## src/rtl/gcp_pkg.sv

```systemverilog
// Shared types and constants for the glyph cluster placement block.
// Used by gcp_csr, gcp_divider and glyph_cluster_placement; depends on nothing.
package gcp_pkg;

   localparam int SCRATCH_BYTES = 512;
   localparam int MAX_GLYPHS    = 8;

   localparam int DIVIDEND_W = 24;
   localparam int DIVISOR_W  = 16;
   localparam int DIV_STEPS  = DIVIDEND_W;
   localparam int DIV_CNT_W  = $clog2(DIV_STEPS);
   localparam int SEEN_W     = 4;

   localparam int CSR_INDEX_W = 3;
   localparam int CSR_DATA_W  = 16;

   typedef enum logic [CSR_INDEX_W-1:0] {
      CSR_PIXEL_SIZE     = 3'd0,
      CSR_UNITS_PER_EM   = 3'd1,
      CSR_BASELINE_ROW   = 3'd2,
      CSR_BITS_PER_PIXEL = 3'd3,
      CSR_GLYPH_LIMIT    = 3'd4,
      CSR_DRAW_ENABLE    = 3'd5
   } csr_index_type;

   typedef struct packed {
      logic [7:0]  pixel_size;
      logic [15:0] units_per_em;
      logic [7:0]  baseline_row;
      logic [3:0]  bits_per_pixel;
      logic [15:0] glyph_limit;
      logic        draw_enable;
   } cfg_type;

   typedef struct packed {
      logic                  start;
      logic [DIVIDEND_W-1:0] dividend;
      logic [DIVISOR_W-1:0]  divisor;
   } div_req_type;

   typedef struct packed {
      logic                  busy;
      logic                  done;
      logic [DIVIDEND_W-1:0] quotient;
   } div_rsp_type;

   typedef enum logic [2:0] {
      ST_IDLE,
      ST_SIZE,
      ST_CHECK,
      ST_MUL,
      ST_WAIT,
      ST_SUM
   } state_type;

   typedef enum logic [1:0] {
      OP_ADV,
      OP_X,
      OP_Y
   } op_type;

endpackage

```

## src/rtl/gcp_csr.sv

```systemverilog
// Configuration register file of the glyph cluster placement block.
// Depends on gcp_pkg for the register indexes and the configuration struct.
module gcp_csr (
   input  logic                             clock,
   input  logic                             reset,
   input  logic                             csr_valid,
   output logic                             csr_ready,
   input  logic [gcp_pkg::CSR_INDEX_W-1:0]  csr_index,
   input  logic [gcp_pkg::CSR_DATA_W-1:0]   csr_data,
   output gcp_pkg::cfg_type                 cfg
);

   gcp_pkg::cfg_type cfg_ff;

   assign csr_ready = 1'b1;
   assign cfg       = cfg_ff;

   always_ff @(posedge clock) begin
      if (reset) begin
         cfg_ff.pixel_size     <= 8'd16;
         cfg_ff.units_per_em   <= 16'd1000;
         cfg_ff.baseline_row   <= 8'd0;
         cfg_ff.bits_per_pixel <= 4'd2;
         cfg_ff.glyph_limit    <= 16'd0;
         cfg_ff.draw_enable    <= 1'b1;
      end else if (csr_valid && csr_ready) begin
         case (gcp_pkg::csr_index_type'(csr_index))
            gcp_pkg::CSR_PIXEL_SIZE:     cfg_ff.pixel_size     <= csr_data[7:0];
            gcp_pkg::CSR_UNITS_PER_EM:   cfg_ff.units_per_em   <= csr_data;
            gcp_pkg::CSR_BASELINE_ROW:   cfg_ff.baseline_row   <= csr_data[7:0];
            gcp_pkg::CSR_BITS_PER_PIXEL: cfg_ff.bits_per_pixel <= csr_data[3:0];
            gcp_pkg::CSR_GLYPH_LIMIT:    cfg_ff.glyph_limit    <= csr_data;
            gcp_pkg::CSR_DRAW_ENABLE:    cfg_ff.draw_enable    <= csr_data[0];
            default: ;
         endcase
      end
   end

endmodule

```

## src/rtl/gcp_divider.sv

```systemverilog
// Radix-2 restoring divider, one quotient bit per cycle, shared by all scalings.
// Depends on gcp_pkg for widths and the request and response structs.
module gcp_divider (
   input  logic                 clock,
   input  logic                 reset,
   input  gcp_pkg::div_req_type req,
   output gcp_pkg::div_rsp_type rsp
);

   logic                             busy_ff, done_ff;
   logic [gcp_pkg::DIV_CNT_W-1:0]    count_ff;
   logic [gcp_pkg::DIVIDEND_W-1:0]   quo_ff, quo_in;
   logic [gcp_pkg::DIVISOR_W-1:0]    rem_ff, rem_in, div_ff;
   logic [gcp_pkg::DIVISOR_W:0]      rem_shift, rem_diff;
   logic                             ge;

   // The quotient register starts as the dividend; its top bit is shifted into
   // the partial remainder while each new quotient bit enters at the bottom.
   always_comb begin
      rem_shift = {rem_ff, quo_ff[gcp_pkg::DIVIDEND_W-1]};
      rem_diff  = rem_shift - {1'b0, div_ff};
      ge        = rem_shift >= {1'b0, div_ff};
      rem_in    = ge ? rem_diff[gcp_pkg::DIVISOR_W-1:0] : rem_shift[gcp_pkg::DIVISOR_W-1:0];
      quo_in    = {quo_ff[gcp_pkg::DIVIDEND_W-2:0], ge};
   end

   always_ff @(posedge clock) begin
      if (reset) begin
         busy_ff  <= 1'b0;
         done_ff  <= 1'b0;
         count_ff <= '0;
      end else begin
         done_ff <= 1'b0;
         if (req.start && !busy_ff) begin
            busy_ff  <= 1'b1;
            count_ff <= gcp_pkg::DIV_CNT_W'(gcp_pkg::DIV_STEPS - 1);
         end else if (busy_ff) begin
            count_ff <= count_ff - 1'b1;
            if (count_ff == '0) begin
               busy_ff <= 1'b0;
               done_ff <= 1'b1;
            end
         end
      end
   end

   always_ff @(posedge clock) begin
      if (req.start && !busy_ff) begin
         quo_ff <= req.dividend;
         rem_ff <= '0;
         div_ff <= req.divisor;
      end else if (busy_ff) begin
         quo_ff <= quo_in;
         rem_ff <= rem_in;
      end
   end

   assign rsp.busy     = busy_ff;
   assign rsp.done     = done_ff;
   assign rsp.quotient = quo_ff;

endmodule

```

## src/rtl/glyph_cluster_placement.sv

```systemverilog
// Top level of the glyph cluster placement block: sequencer, placement datapath
// and output register. Depends on gcp_pkg, gcp_csr and gcp_divider.
//
//   Channel   Direction  Transfer when            Content
//   req_*     in         req_tvalid & req_tready   one glyph of a cluster
//   rsp_*     out        rsp_tvalid & rsp_tready   placement of that glyph
//   csr_*     in         csr_valid & csr_ready     register write, always ready
//
// An item takes one divider pass when it is not drawn and three when it is:
// each scaling by size/upem is one pass of the shared 24-step divider. A glyph
// past the cluster limit, or a zero upem, skips the divider.
// Reset is synchronous and restores the register defaults, pen offset and count.
// A result waits in the output register; the next glyph is accepted meanwhile.
module glyph_cluster_placement (
   input  logic                             clock,
   input  logic                             reset,
   input  logic                             req_tvalid,
   output logic                             req_tready,
   // Fields from bit 0: origin_x, origin_y, glyph_index, x_offset_du,
   // y_offset_du, advance_du, glyph_width, glyph_height, left_bearing,
   // rows_above_base, fetch_error, zero fill.
   input  logic [135:0]                     req_tdata,
   // Fields from bit 0: first_in_cluster.
   input  logic                             req_tuser,
   output logic                             rsp_tvalid,
   input  logic                             rsp_tready,
   // Fields from bit 0: blit_x, blit_y, bitmap_bytes, cluster_advance, zero fill.
   output logic [63:0]                      rsp_tdata,
   // Fields from bit 0: blit_valid.
   output logic                             rsp_tuser,
   input  logic                             csr_valid,
   output logic                             csr_ready,
   input  logic [gcp_pkg::CSR_INDEX_W-1:0]  csr_index,
   input  logic [gcp_pkg::CSR_DATA_W-1:0]   csr_data
);

   gcp_pkg::cfg_type     cfg;
   gcp_pkg::div_req_type div_req;
   gcp_pkg::div_rsp_type div_rsp;

   gcp_csr u_csr (
      .clock     (clock),
      .reset     (reset),
      .csr_valid (csr_valid),
      .csr_ready (csr_ready),
      .csr_index (csr_index),
      .csr_data  (csr_data),
      .cfg       (cfg)
   );

   gcp_divider u_div (
      .clock (clock),
      .reset (reset),
      .req   (div_req),
      .rsp   (div_rsp)
   );

   gcp_pkg::state_type state_ff, state_in;
   gcp_pkg::op_type    op_ff;

   // Captured glyph.
   logic [15:0] ox_ff, oy_ff, idx_ff, xoff_ff, yoff_ff, adv_ff;
   logic [7:0]  w_ff, h_ff, lb_ff, above_ff;
   logic        ferr_ff;

   logic                        skip_ff, valid_ff;
   logic [15:0]                 nbytes_ff;
   logic [gcp_pkg::DIVIDEND_W-1:0] advq_ff;
   logic [15:0]                 sx_ff, sy_ff;
   logic [31:0]                 pen_ff, pen_in;
   logic [gcp_pkg::SEEN_W-1:0]  seen_ff;

   logic        rsp_valid_ff, blit_valid_ff;
   logic [15:0] blit_x_ff, blit_y_ff, adv_out_ff;
   logic [9:0]  bytes_ff;

   // Sequencer outputs.
   logic accept, do_size, do_check, load_out, div_start;

   logic        upem_zero, skip_now, valid_now;
   logic [15:0] mag, qmag, scaled, bx, by;
   logic [7:0]  stride;
   logic        neg;

   function automatic logic [7:0] stride_of(input logic [7:0] w, input logic [3:0] bpp);
      logic [8:0] s;
      begin
         s = 9'd0;
         case (bpp) inside
            4'd1:         s = (9'(w) + 9'd7) >> 3;
            4'd2:         s = (9'(w) + 9'd3) >> 2;
            [4'd3:4'd4]:  s = (9'(w) + 9'd1) >> 1;
            [4'd5:4'd8]:  s = 9'(w);
            default:      s = 9'd0;
         endcase
         return s[7:0];
      end
   endfunction

   assign upem_zero = cfg.units_per_em == 16'd0;
   assign stride    = stride_of(w_ff, cfg.bits_per_pixel);
   assign skip_now  = !req_tuser && (seen_ff >= gcp_pkg::SEEN_W'(gcp_pkg::MAX_GLYPHS));
   assign valid_now = cfg.draw_enable && !ferr_ff && (idx_ff < cfg.glyph_limit) &&
                      (w_ff != 8'd0) && (h_ff != 8'd0) && (nbytes_ff != 16'd0) &&
                      (nbytes_ff <= 16'(gcp_pkg::SCRATCH_BYTES));

   // Next state.
   always_comb begin
      state_in = state_ff;
      case (state_ff)
         gcp_pkg::ST_IDLE:  if (req_tvalid) state_in = gcp_pkg::ST_SIZE;
         gcp_pkg::ST_SIZE:  state_in = gcp_pkg::ST_CHECK;
         gcp_pkg::ST_CHECK: state_in = (skip_ff || upem_zero) ? gcp_pkg::ST_SUM
                                                               : gcp_pkg::ST_MUL;
         gcp_pkg::ST_MUL:   state_in = gcp_pkg::ST_WAIT;
         gcp_pkg::ST_WAIT: begin
            if (div_rsp.done) begin
               if ((op_ff == gcp_pkg::OP_ADV && valid_ff) || op_ff == gcp_pkg::OP_X)
                  state_in = gcp_pkg::ST_MUL;
               else
                  state_in = gcp_pkg::ST_SUM;
            end
         end
         gcp_pkg::ST_SUM:   if (!rsp_valid_ff || rsp_tready) state_in = gcp_pkg::ST_IDLE;
         default:           state_in = gcp_pkg::ST_IDLE;
      endcase
   end

   // Sequencer outputs.
   always_comb begin
      req_tready = 1'b0;
      do_size    = 1'b0;
      do_check   = 1'b0;
      load_out   = 1'b0;
      div_start  = 1'b0;
      case (state_ff)
         gcp_pkg::ST_IDLE:  req_tready = 1'b1;
         gcp_pkg::ST_SIZE:  do_size    = 1'b1;
         gcp_pkg::ST_CHECK: do_check   = 1'b1;
         gcp_pkg::ST_MUL:   div_start  = 1'b1;
         gcp_pkg::ST_SUM:   load_out   = !rsp_valid_ff || rsp_tready;
         default: ;
      endcase
   end

   assign accept = req_tvalid && req_tready;

   // Operand for the current scaling; the divider works on magnitudes.
   always_comb begin
      case (op_ff)
         gcp_pkg::OP_X: begin
            neg = xoff_ff[15];
            mag = neg ? (~xoff_ff + 16'd1) : xoff_ff;
         end
         gcp_pkg::OP_Y: begin
            neg = yoff_ff[15];
            mag = neg ? (~yoff_ff + 16'd1) : yoff_ff;
         end
         default: begin
            neg = 1'b0;
            mag = adv_ff;
         end
      endcase
      div_req.start    = div_start;
      div_req.dividend = gcp_pkg::DIVIDEND_W'(mag) * gcp_pkg::DIVIDEND_W'(cfg.pixel_size);
      div_req.divisor  = cfg.units_per_em;
      qmag             = div_rsp.quotient[15:0];
      scaled           = neg ? (~qmag + 16'd1) : qmag;
   end

   assign bx     = ox_ff + pen_ff[15:0] + sx_ff + {{8{lb_ff[7]}}, lb_ff};
   assign by     = oy_ff + {{8{cfg.baseline_row[7]}}, cfg.baseline_row}
                   - {{8{above_ff[7]}}, above_ff} - sy_ff;
   assign pen_in = skip_ff ? pen_ff : pen_ff + {8'd0, advq_ff};

   always_ff @(posedge clock) begin
      if (reset) begin
         state_ff     <= gcp_pkg::ST_IDLE;
         pen_ff       <= '0;
         seen_ff      <= '0;
         rsp_valid_ff <= 1'b0;
      end else begin
         state_ff <= state_in;
         if (accept && req_tuser) begin
            pen_ff  <= '0;
            seen_ff <= '0;
         end
         if (do_check && !skip_ff)
            seen_ff <= seen_ff + 1'b1;
         if (load_out) begin
            pen_ff       <= pen_in;
            rsp_valid_ff <= 1'b1;
         end else if (rsp_tready) begin
            rsp_valid_ff <= 1'b0;
         end
      end
   end

   always_ff @(posedge clock) begin
      if (accept) begin
         ox_ff    <= req_tdata[15:0];
         oy_ff    <= req_tdata[31:16];
         idx_ff   <= req_tdata[47:32];
         xoff_ff  <= req_tdata[63:48];
         yoff_ff  <= req_tdata[79:64];
         adv_ff   <= req_tdata[95:80];
         w_ff     <= req_tdata[103:96];
         h_ff     <= req_tdata[111:104];
         lb_ff    <= req_tdata[119:112];
         above_ff <= req_tdata[127:120];
         ferr_ff  <= req_tdata[128];
         skip_ff  <= skip_now;
      end
      if (do_size)
         nbytes_ff <= 16'(stride) * 16'(h_ff);
      if (do_check) begin
         valid_ff <= valid_now && !skip_ff;
         op_ff    <= gcp_pkg::OP_ADV;
         advq_ff  <= '0;
         sx_ff    <= '0;
         sy_ff    <= '0;
      end
      if (state_ff == gcp_pkg::ST_WAIT && div_rsp.done) begin
         case (op_ff)
            gcp_pkg::OP_ADV: begin
               advq_ff <= div_rsp.quotient;
               op_ff   <= gcp_pkg::OP_X;
            end
            gcp_pkg::OP_X: begin
               sx_ff <= scaled;
               op_ff <= gcp_pkg::OP_Y;
            end
            default: sy_ff <= scaled;
         endcase
      end
      if (load_out) begin
         blit_valid_ff <= valid_ff;
         blit_x_ff     <= valid_ff ? bx : 16'd0;
         blit_y_ff     <= valid_ff ? by : 16'd0;
         bytes_ff      <= valid_ff ? nbytes_ff[9:0] : 10'd0;
         adv_out_ff    <= pen_in[15:0];
      end
   end

   assign rsp_tvalid = rsp_valid_ff;
   assign rsp_tuser  = blit_valid_ff;
   assign rsp_tdata  = {6'd0, adv_out_ff, bytes_ff, blit_y_ff, blit_x_ff};

   // A drawn glyph always carries a bitmap that fits the scratch buffer.
   a_bytes_fit: assert property (@(posedge clock) disable iff (reset)
      rsp_tvalid && rsp_tuser |-> (rsp_tdata[41:32] != 10'd0) &&
                                  (rsp_tdata[41:32] <= 10'(gcp_pkg::SCRATCH_BYTES)))
      else $error("drawn glyph with bitmap size out of range");

   a_not_drawn_zero: assert property (@(posedge clock) disable iff (reset)
      rsp_tvalid && !rsp_tuser |-> rsp_tdata[41:0] == 42'd0)
      else $error("glyph not drawn but placement fields nonzero");

   a_start_idle_div: assert property (@(posedge clock) disable iff (reset)
      div_req.start |-> !div_rsp.busy)
      else $error("divider started while busy");

   a_seen_bound: assert property (@(posedge clock) disable iff (reset)
      seen_ff <= gcp_pkg::SEEN_W'(gcp_pkg::MAX_GLYPHS))
      else $error("glyph count beyond cluster limit");

   a_busy_after_accept: assert property (@(posedge clock) disable iff (reset)
      req_tvalid && req_tready |=> !req_tready)
      else $error("second glyph accepted while one is in progress");

endmodule

```

## config.mk

```make
export PLATFORM = sky130hd
export DESIGN_NAME = glyph_cluster_placement
export DESIGN_NICKNAME = d
export VERILOG_FILES = /design/src/rtl/gcp_pkg.sv /design/src/rtl/gcp_csr.sv /design/src/rtl/gcp_divider.sv /design/src/rtl/glyph_cluster_placement.sv
export SDC_FILE = /design/constraint.sdc
export NUM_CORES = 1
export LEC_CHECK = 0
export ABC_AREA = 1
export ABC_CLOCK_PERIOD_IN_PS = 14000
export BUFFER_PORTS_ARGS = -buffer_cell sky130_fd_sc_hd__buf_2
export CAP_MARGIN = 40
export CORE_MARGIN = 2
export CORE_UTILIZATION = 34
export DETAILED_ROUTE_END_ITERATION = 8
export GPL_TIMING_DRIVEN = 0
export SLEW_MARGIN = 40
export SYNTH_ARGS = -nofsm -noshare
export SYNTH_HDL_FRONTEND = slang
export SYNTH_SLANG_ARGS = --single-unit
```

## constraint.sdc

```tcl
create_clock -name clock -period 14 [get_ports clock]
set_input_delay 0.7 -clock clock [delete_from_list [all_inputs] [get_ports clock]]
set_output_delay 0.7 -clock clock [all_outputs]
set_load 0.02 [all_outputs]
```

# --- Word level (Yosys, flattened, before mapping) ---
# Cells that the tools add are included.
word_totals:
  ff_bits: 420
  mem_bits_ro: 0
  out_inout_bits: 68
  mem_count: 0
  elab_cells: 184
  latch_bits: 0
  ramBits: 0
  in_bits: 161
classes:
  shift: 0
  bitwise_logic: 4
  multipliers: 2
  mux: 48
  add_sub_neg: 16
  eq_ne: 18
  reduce_logical: 47
  n_lt_le_gt_ge: 8
  div: 0
op_table:
  columns: ["cell", "n"]
  rows:
  - ["2-to-1 mux 16 bit", 10]
  - ["2-to-1 mux 24 bit", 5]
  - ["2-to-1 mux 32 bit", 3]
  - ["adder 16 bit", 4]
  - ["adder 16 x 1 -> 16 bit (second input constant)", 3]
  - ["inverter 16 bit", 3]
  - ["subtractor 16 bit", 3]
  - ["adder 32 x 24 -> 32 bit", 1]
  - ["2-to-1 mux 8 bit", 4]
  - ["case mux 16 bit (2 select lines)", 1]
  - ["multiplier 16 x 8 -> 24 bit", 1]
  - ["case mux 3 bit (6 select lines)", 1]
  - ["greater-or-equal comparator 17 x 16 -> 1 bit", 1]
  - ["less-or-equal comparator 16 x 10 -> 1 bit (second input constant)", 1]
  - ["logical AND 1 bit", 16]
  - ["zero test 16 bit", 1]
  - ["< comparator 16 bit", 1]
  - ["multiplier 8 x 8 -> 16 bit", 1]
  - ["nonzero test 16 bit", 1]
  - ["nonzero test 8 bit", 2]
  - ["2-to-1 mux 3 bit", 5]
  - ["AND reduction 2 bit", 7]
  - ["== test 3 x 2 -> 1 bit (second input constant)", 4]
  - ["== test 3 bit (second input constant)", 4]
  - ["other kinds (33)", 60]

# --- Depth between registers and ports, before layout ---
logic_depth:
  word_depth: 8
  mapped_depth: 31
  ltp_nobuf: 31

# --- Hierarchy ---
# From an unflattened synthesis, not the netlist that was laid out.
unflattened:
  hier_cells: 3322
  area_unflattened_um2: 27800.4
modules_own_cells:
  columns: ["mod", "seq_area_each_um2", "cells_per_inst", "area_per_inst_um2", "n_inst"]
  rows:
  - ["glyph_cluster_placement", 7667.4, 2517, 21906.0, 1]
  - ["gcp_divider", 1661.6, 495, 3753.6, 1]
  - ["gcp_csr", 1061.0, 310, 2140.8, 1]

# --- Worst setup path before layout ---
# No wires, ideal clock.
synth_timing:
  path_type: "input-to-reg"
  startpoint: "input port req_tvalid"
  endpoint: "register above_ff[0] (enable)"
  path_stages: 2
  required_time_ns: 13.380
  setup_time_ns: 0.620
  n_path_buf: 0
  t_arrival_ns: 6.138
  slack_ns: 7.242
  path_cell_list: "inv_1 nor2_1"
synth_between:
  elab_chain_len: 1
synth_lines:
  columns: ["item", "line", "text"]
  rows:
  - ["start: declaration", "glyph_cluster_placement.sv:17", "input logic req_tvalid,"]
  - ["logical AND 1 bit", "glyph_cluster_placement.sv:146", "assign accept = req_tvalid && req_tready;"]
  - ["named net accept", "glyph_cluster_placement.sv:78", "logic accept, do_size, do_check, load_out, div_start;"]
  - ["end signal: assignment", "glyph_cluster_placement.sv:210", "above_ff <= req_tdata[127:120];"]
  - ["end: declaration", "glyph_cluster_placement.sv:63", "logic [7:0] w_ff, h_ff, lb_ff, above_ff;"]
# The timed path passes the listed nets, and every way through them passes these cells.
# A chain may end at the register's enable or synchronous reset.

# --- Final worst setup path ---
layout_timing:
  startpoint: "register op_ff[0]"
  endpoint: "register u_div.quo_ff[20] (netlist name) (data pin)"
layout_between:
  elab_chain_len: 4
  word_cells_on_any_way: 5
  cone_classes: "mul (1); eq/ne (2); mux (2)"
layout_lines:
  columns: ["item", "line", "text"]
  rows:
  - ["start: declaration", "glyph_cluster_placement.sv:59", "gcp_pkg::op_type op_ff;"]
  - ["start signal: assignment", "glyph_cluster_placement.sv:218", "op_ff <= gcp_pkg::OP_ADV;"]
  - ["start signal: assignment", "glyph_cluster_placement.sv:227", "op_ff <= gcp_pkg::OP_X;"]
  - ["start signal: assignment", "glyph_cluster_placement.sv:231", "op_ff <= gcp_pkg::OP_Y;"]
  - ["== test 2 bit / == test 2 x 1 -> 1 bit (equally long branches)", "glyph_cluster_placement.sv:150", "case (op_ff)"]
  - ["case mux 16 bit (2 select lines) *", "glyph_cluster_placement.sv:150", null]
  - ["multiplier 16 x 8 -> 24 bit *", "glyph_cluster_placement.sv:165", "div_req.dividend = gcp_pkg::DIVIDEND_W'(mag) * gcp_pkg::DIVIDEND_W'(cfg.pixel_size);"]
  - ["2-to-1 mux 24 bit *", "gcp_divider.sv:48", "if (req.start && !busy_ff) begin"]
  - ["end signal: assignment", "gcp_divider.sv:49", "quo_ff <= req.dividend;"]
  - ["end signal: assignment", "gcp_divider.sv:53", "quo_ff <= quo_in;"]
  - ["end: declaration", "gcp_divider.sv:12", "logic [gcp_pkg::DIVIDEND_W-1:0] quo_ff, quo_in;"]
# Every way passes the cells marked *; elsewhere a longest branch is shown, timed or not.

==> results.md <==
- Worst EP arrival: 6.84 ns
- CTS H-tree lvls: 2
- P&R area growth vs syn: 15.3%
- Async S/R FF share, synth: 0%
- Required time of the critical path: 14.36 ns
- # hold bufs at CTS: 0
- Uppermost layer routed: met4
- Total gr overflow: 0
- Fin Setup TNS: 0 ns
- First-pass GRT wire length: 114,000 um
- Design area: 31,000 sq um
- Element type at the critical path start: flop
- Cell accounting for the most synthesized area: edfxtp_1
- CTS tree: done
- Slew headroom: 43.4%
- Final Hold Violating Endpoints: 0
- I/O Buffers: 213
- Clock root buffer: clkbuf_16
- Final Non-Filler Cells: 4,489
- Status: completed
- Num CTS Buffers: 46
- Vias: 21,700
- First DRT Iteration DRCs: 1,391
- Period utilization: 46.3%
- Netlist cell types: 54
- Hold WS: 0.261 ns
- Post_cts resized: 0
- Worst Hold Class: in2reg
- Synth area leaders: edfxtp_1 27%, fa_1 14%, dfxtp_1 11%
- DRC: 0
- Max FO, Critical Path: 10
- Fmax: 0.154 GHz
- Total GRT Usage: 17.7%
- Max capacitance violation total: 0
- Yosys warnings: 0
- Fin. max-slew vios: 0
- Core area: 78,600 sq um
- Syn avg cell area: 8.61 sq um
- Initial Util: 34.2%
- CP Capture Type: flop
- Routed len/inst: 16.1 um
- Filler cells: 8,030
- Post-synth EDFFs: 246
- Top cell type's share of synthesized area: 27.5%
- Main synth FF type: edfxtp_1
- Seq/Total Area, Yosys: 38.6%
- Final setup viols: 0
- CTS Buffer Depth: 3
- Io pins: 229
- Num rows: 103
- Total wire length: 72,300 um
- Largest net degree at the start of global routing: 42
- FF+latch count, synth: 396
- Initial antenna violation count: 4
- Ratio of cells with drive above 1 in the final layout: 11.3%
- WL met3: 3360 um
- Die area: 81,400 sq um
- Crit Path Class: reg2reg
- Synth Instances: 3,122
- Pwr Density: 149 nW/um^2
- Die height: 285 um
- Post-DRT Antenna Nets: 0
- Area of the mapped netlist: 26,900 sq um
- Clock input transition at the sequential cells of the worst setup and hold paths: 0.06 ns
- Vias in the first global route: 21,400
- Crit path time final: 6.48 ns
- M1 WL: 32,300 um
- DR pass1 iterations: 7
- Clock latency at the later pin of the worst-skew pair: 0.61 ns
- Max reg flops: 53
- DR WL met2: 34,600 um
- Post-CTS Setup Inserts: 0
- Post-DP Area: 29,500 sq um
- Pleak: 14.1 nW
- Die Width: 285 um
- Nets: 3,910
- Unrepaired setup endpoints after global routing: false
- Maximum vdd drop: 0.0854 mV
- Placed cell count: 4,400
- DP HPWL: 58,000 um
- CTS Sinks: 396
- RD Place Congestion: 0.924
- Worst Tran Pin Value: 0.843 ns
- Skew final: 0.0314 ns
- Via density: 4.84
- Design Power: 4.64 mW
cells in the final DEF (no fill, tap or decap), drive strengths merged, types with 5 or more instances in the layout:
| cell type | n |
|---|---|
| dfxtp | 150 |
| conb | 7 |
| nor2 | 343 |
| nor3 | 26 |
| clkbuf | 108 |
| ha | 169 |
| nand2 | 566 |
| a31oi | 9 |
| o21ai | 221 |
| nand3b | 6 |
| o211ai | 15 |
| a21o | 9 |
| and2 | 6 |
| xnor2 | 27 |
| nand3 | 231 |
| o31ai | 8 |
| nand4 | 34 |
| o21bai | 8 |
| edfxtp | 246 |
| inv | 517 |
| a211oi | 5 |
| a21oi | 191 |
| nor4 | 8 |
| buf | 248 |
| xor2 | 36 |
| fa | 182 |
| or2 | 15 |
| clkinv | 22 |
final cells by class:
type / instances / area (sq um) / share of cell area [%]
Antenna cell: 4 / 10.0 / 0.0323
Clock inverter: 21 / 180 / 0.581
Inverter: 520 / 1950 / 6.29
Timing Repair Buffer: 223 / 1230 / 3.96
Buffer: 69 / 338 / 1.09
Multi-Input combinational cell: 2142 / 14200 / 45.9
Clock buffer: 64 / 1360 / 4.37
Sequential cell: 396 / 10400 / 33.5
Tap cell: 1050 / 1310 / 4.24
synth_stat cells (all sizes together), types with 34 or more instances:
cell,n
ha,169
fa,182
o21ai,221
nor2,343
dfxtp,150
a21oi,191
inv,514
nand2,566
edfxtp,246
nand4,34
clkbuf,44
nand3,231
xor2,36
worst paths after layout:
path | to | from | cells after the start | slack, ns
setup / recovery | u_div.quo_ff[20]$_DFFE_PP_ | op_ff[0]$_DFF_P_ | 23 | 7.52
hold / removal | ox_ff[4]$_DFFE_PP_ | req_tdata[4] | 1 | 0.26
setup reg to reg | u_div.quo_ff[20]$_DFFE_PP_ | op_ff[0]$_DFF_P_ | 23 | 7.52
hold reg to reg | u_csr.cfg[2]$_SDFFE_PP0P_ | u_csr.cfg[2]$_SDFFE_PP0P_ | 2 | 0.46
where the power goes:
| group | switching, mW | total (mW) | internal [mW] |
|---|---|---|---|
| sequential | 0.0685 | 1.46 | 1.39 |
| clock | 0.517 | 1.20 | 0.686 |
| combinational | 1.27 | 1.97 | 0.703 |
worst max-delay path, cell delays in order, from the launching register on:
cell	delay [ns]
dfxtp_1	0.36
inv_1	0.09
ha_1	0.36
clkbuf_1	0.35
clkbuf_1	0.42
nand3_1	0.17
o21ai_1	0.43
nor2_1	0.15
fa_1	0.55
fa_1	0.52
fa_1	0.55
inv_1	0.05
fa_1	0.54
inv_1	0.04
ha_1	0.37
nand2_1	0.15
nor2_1	0.23
nand4_1	0.10
o21ai_0	0.40
nand2_1	0.14
nand2_1	0.09
nand2_1	0.05
nand3_1	0.07
nand2_1	0.05
through the flow:
stage	setup WS, ns	util, %
2_1_floorplan	7.24	-
3_3_place_gp	3.67	37.3
3_5_place_dp	7.55	37.5
4_1_cts	7.57	39.4
5_1_grt	7.17	39.5
6_report	7.52	39.5
logic make-up (layout without fill, tap and decap cells):
| kind of cell | count (synthesis) | after routing | share of synthesized area (%) |
|---|---|---|---|
| and+or+nand+nor | 1237 | 1237 | 19.6 |
| buffers and inverters | 589 | 897 | 8.51 |
| DFF | 396 | 396 | 38.6 |
| adders and majority gates | 351 | 351 | 21.4 |
| xor gates and xnor gates | 63 | 63 | 2.05 |
| AOI/OAI and AO/OA | 484 | 484 | 9.79 |
| other | 2 | 11 | 0.0279 |
layer usage:
metal	vias up	track usage, %
met5	-	0
met4	0	5.80
met3	118	2.10
met2	596	30.4
met1	10300	23.2
li1	10800	-
Power figures use the tool's default switching activity.
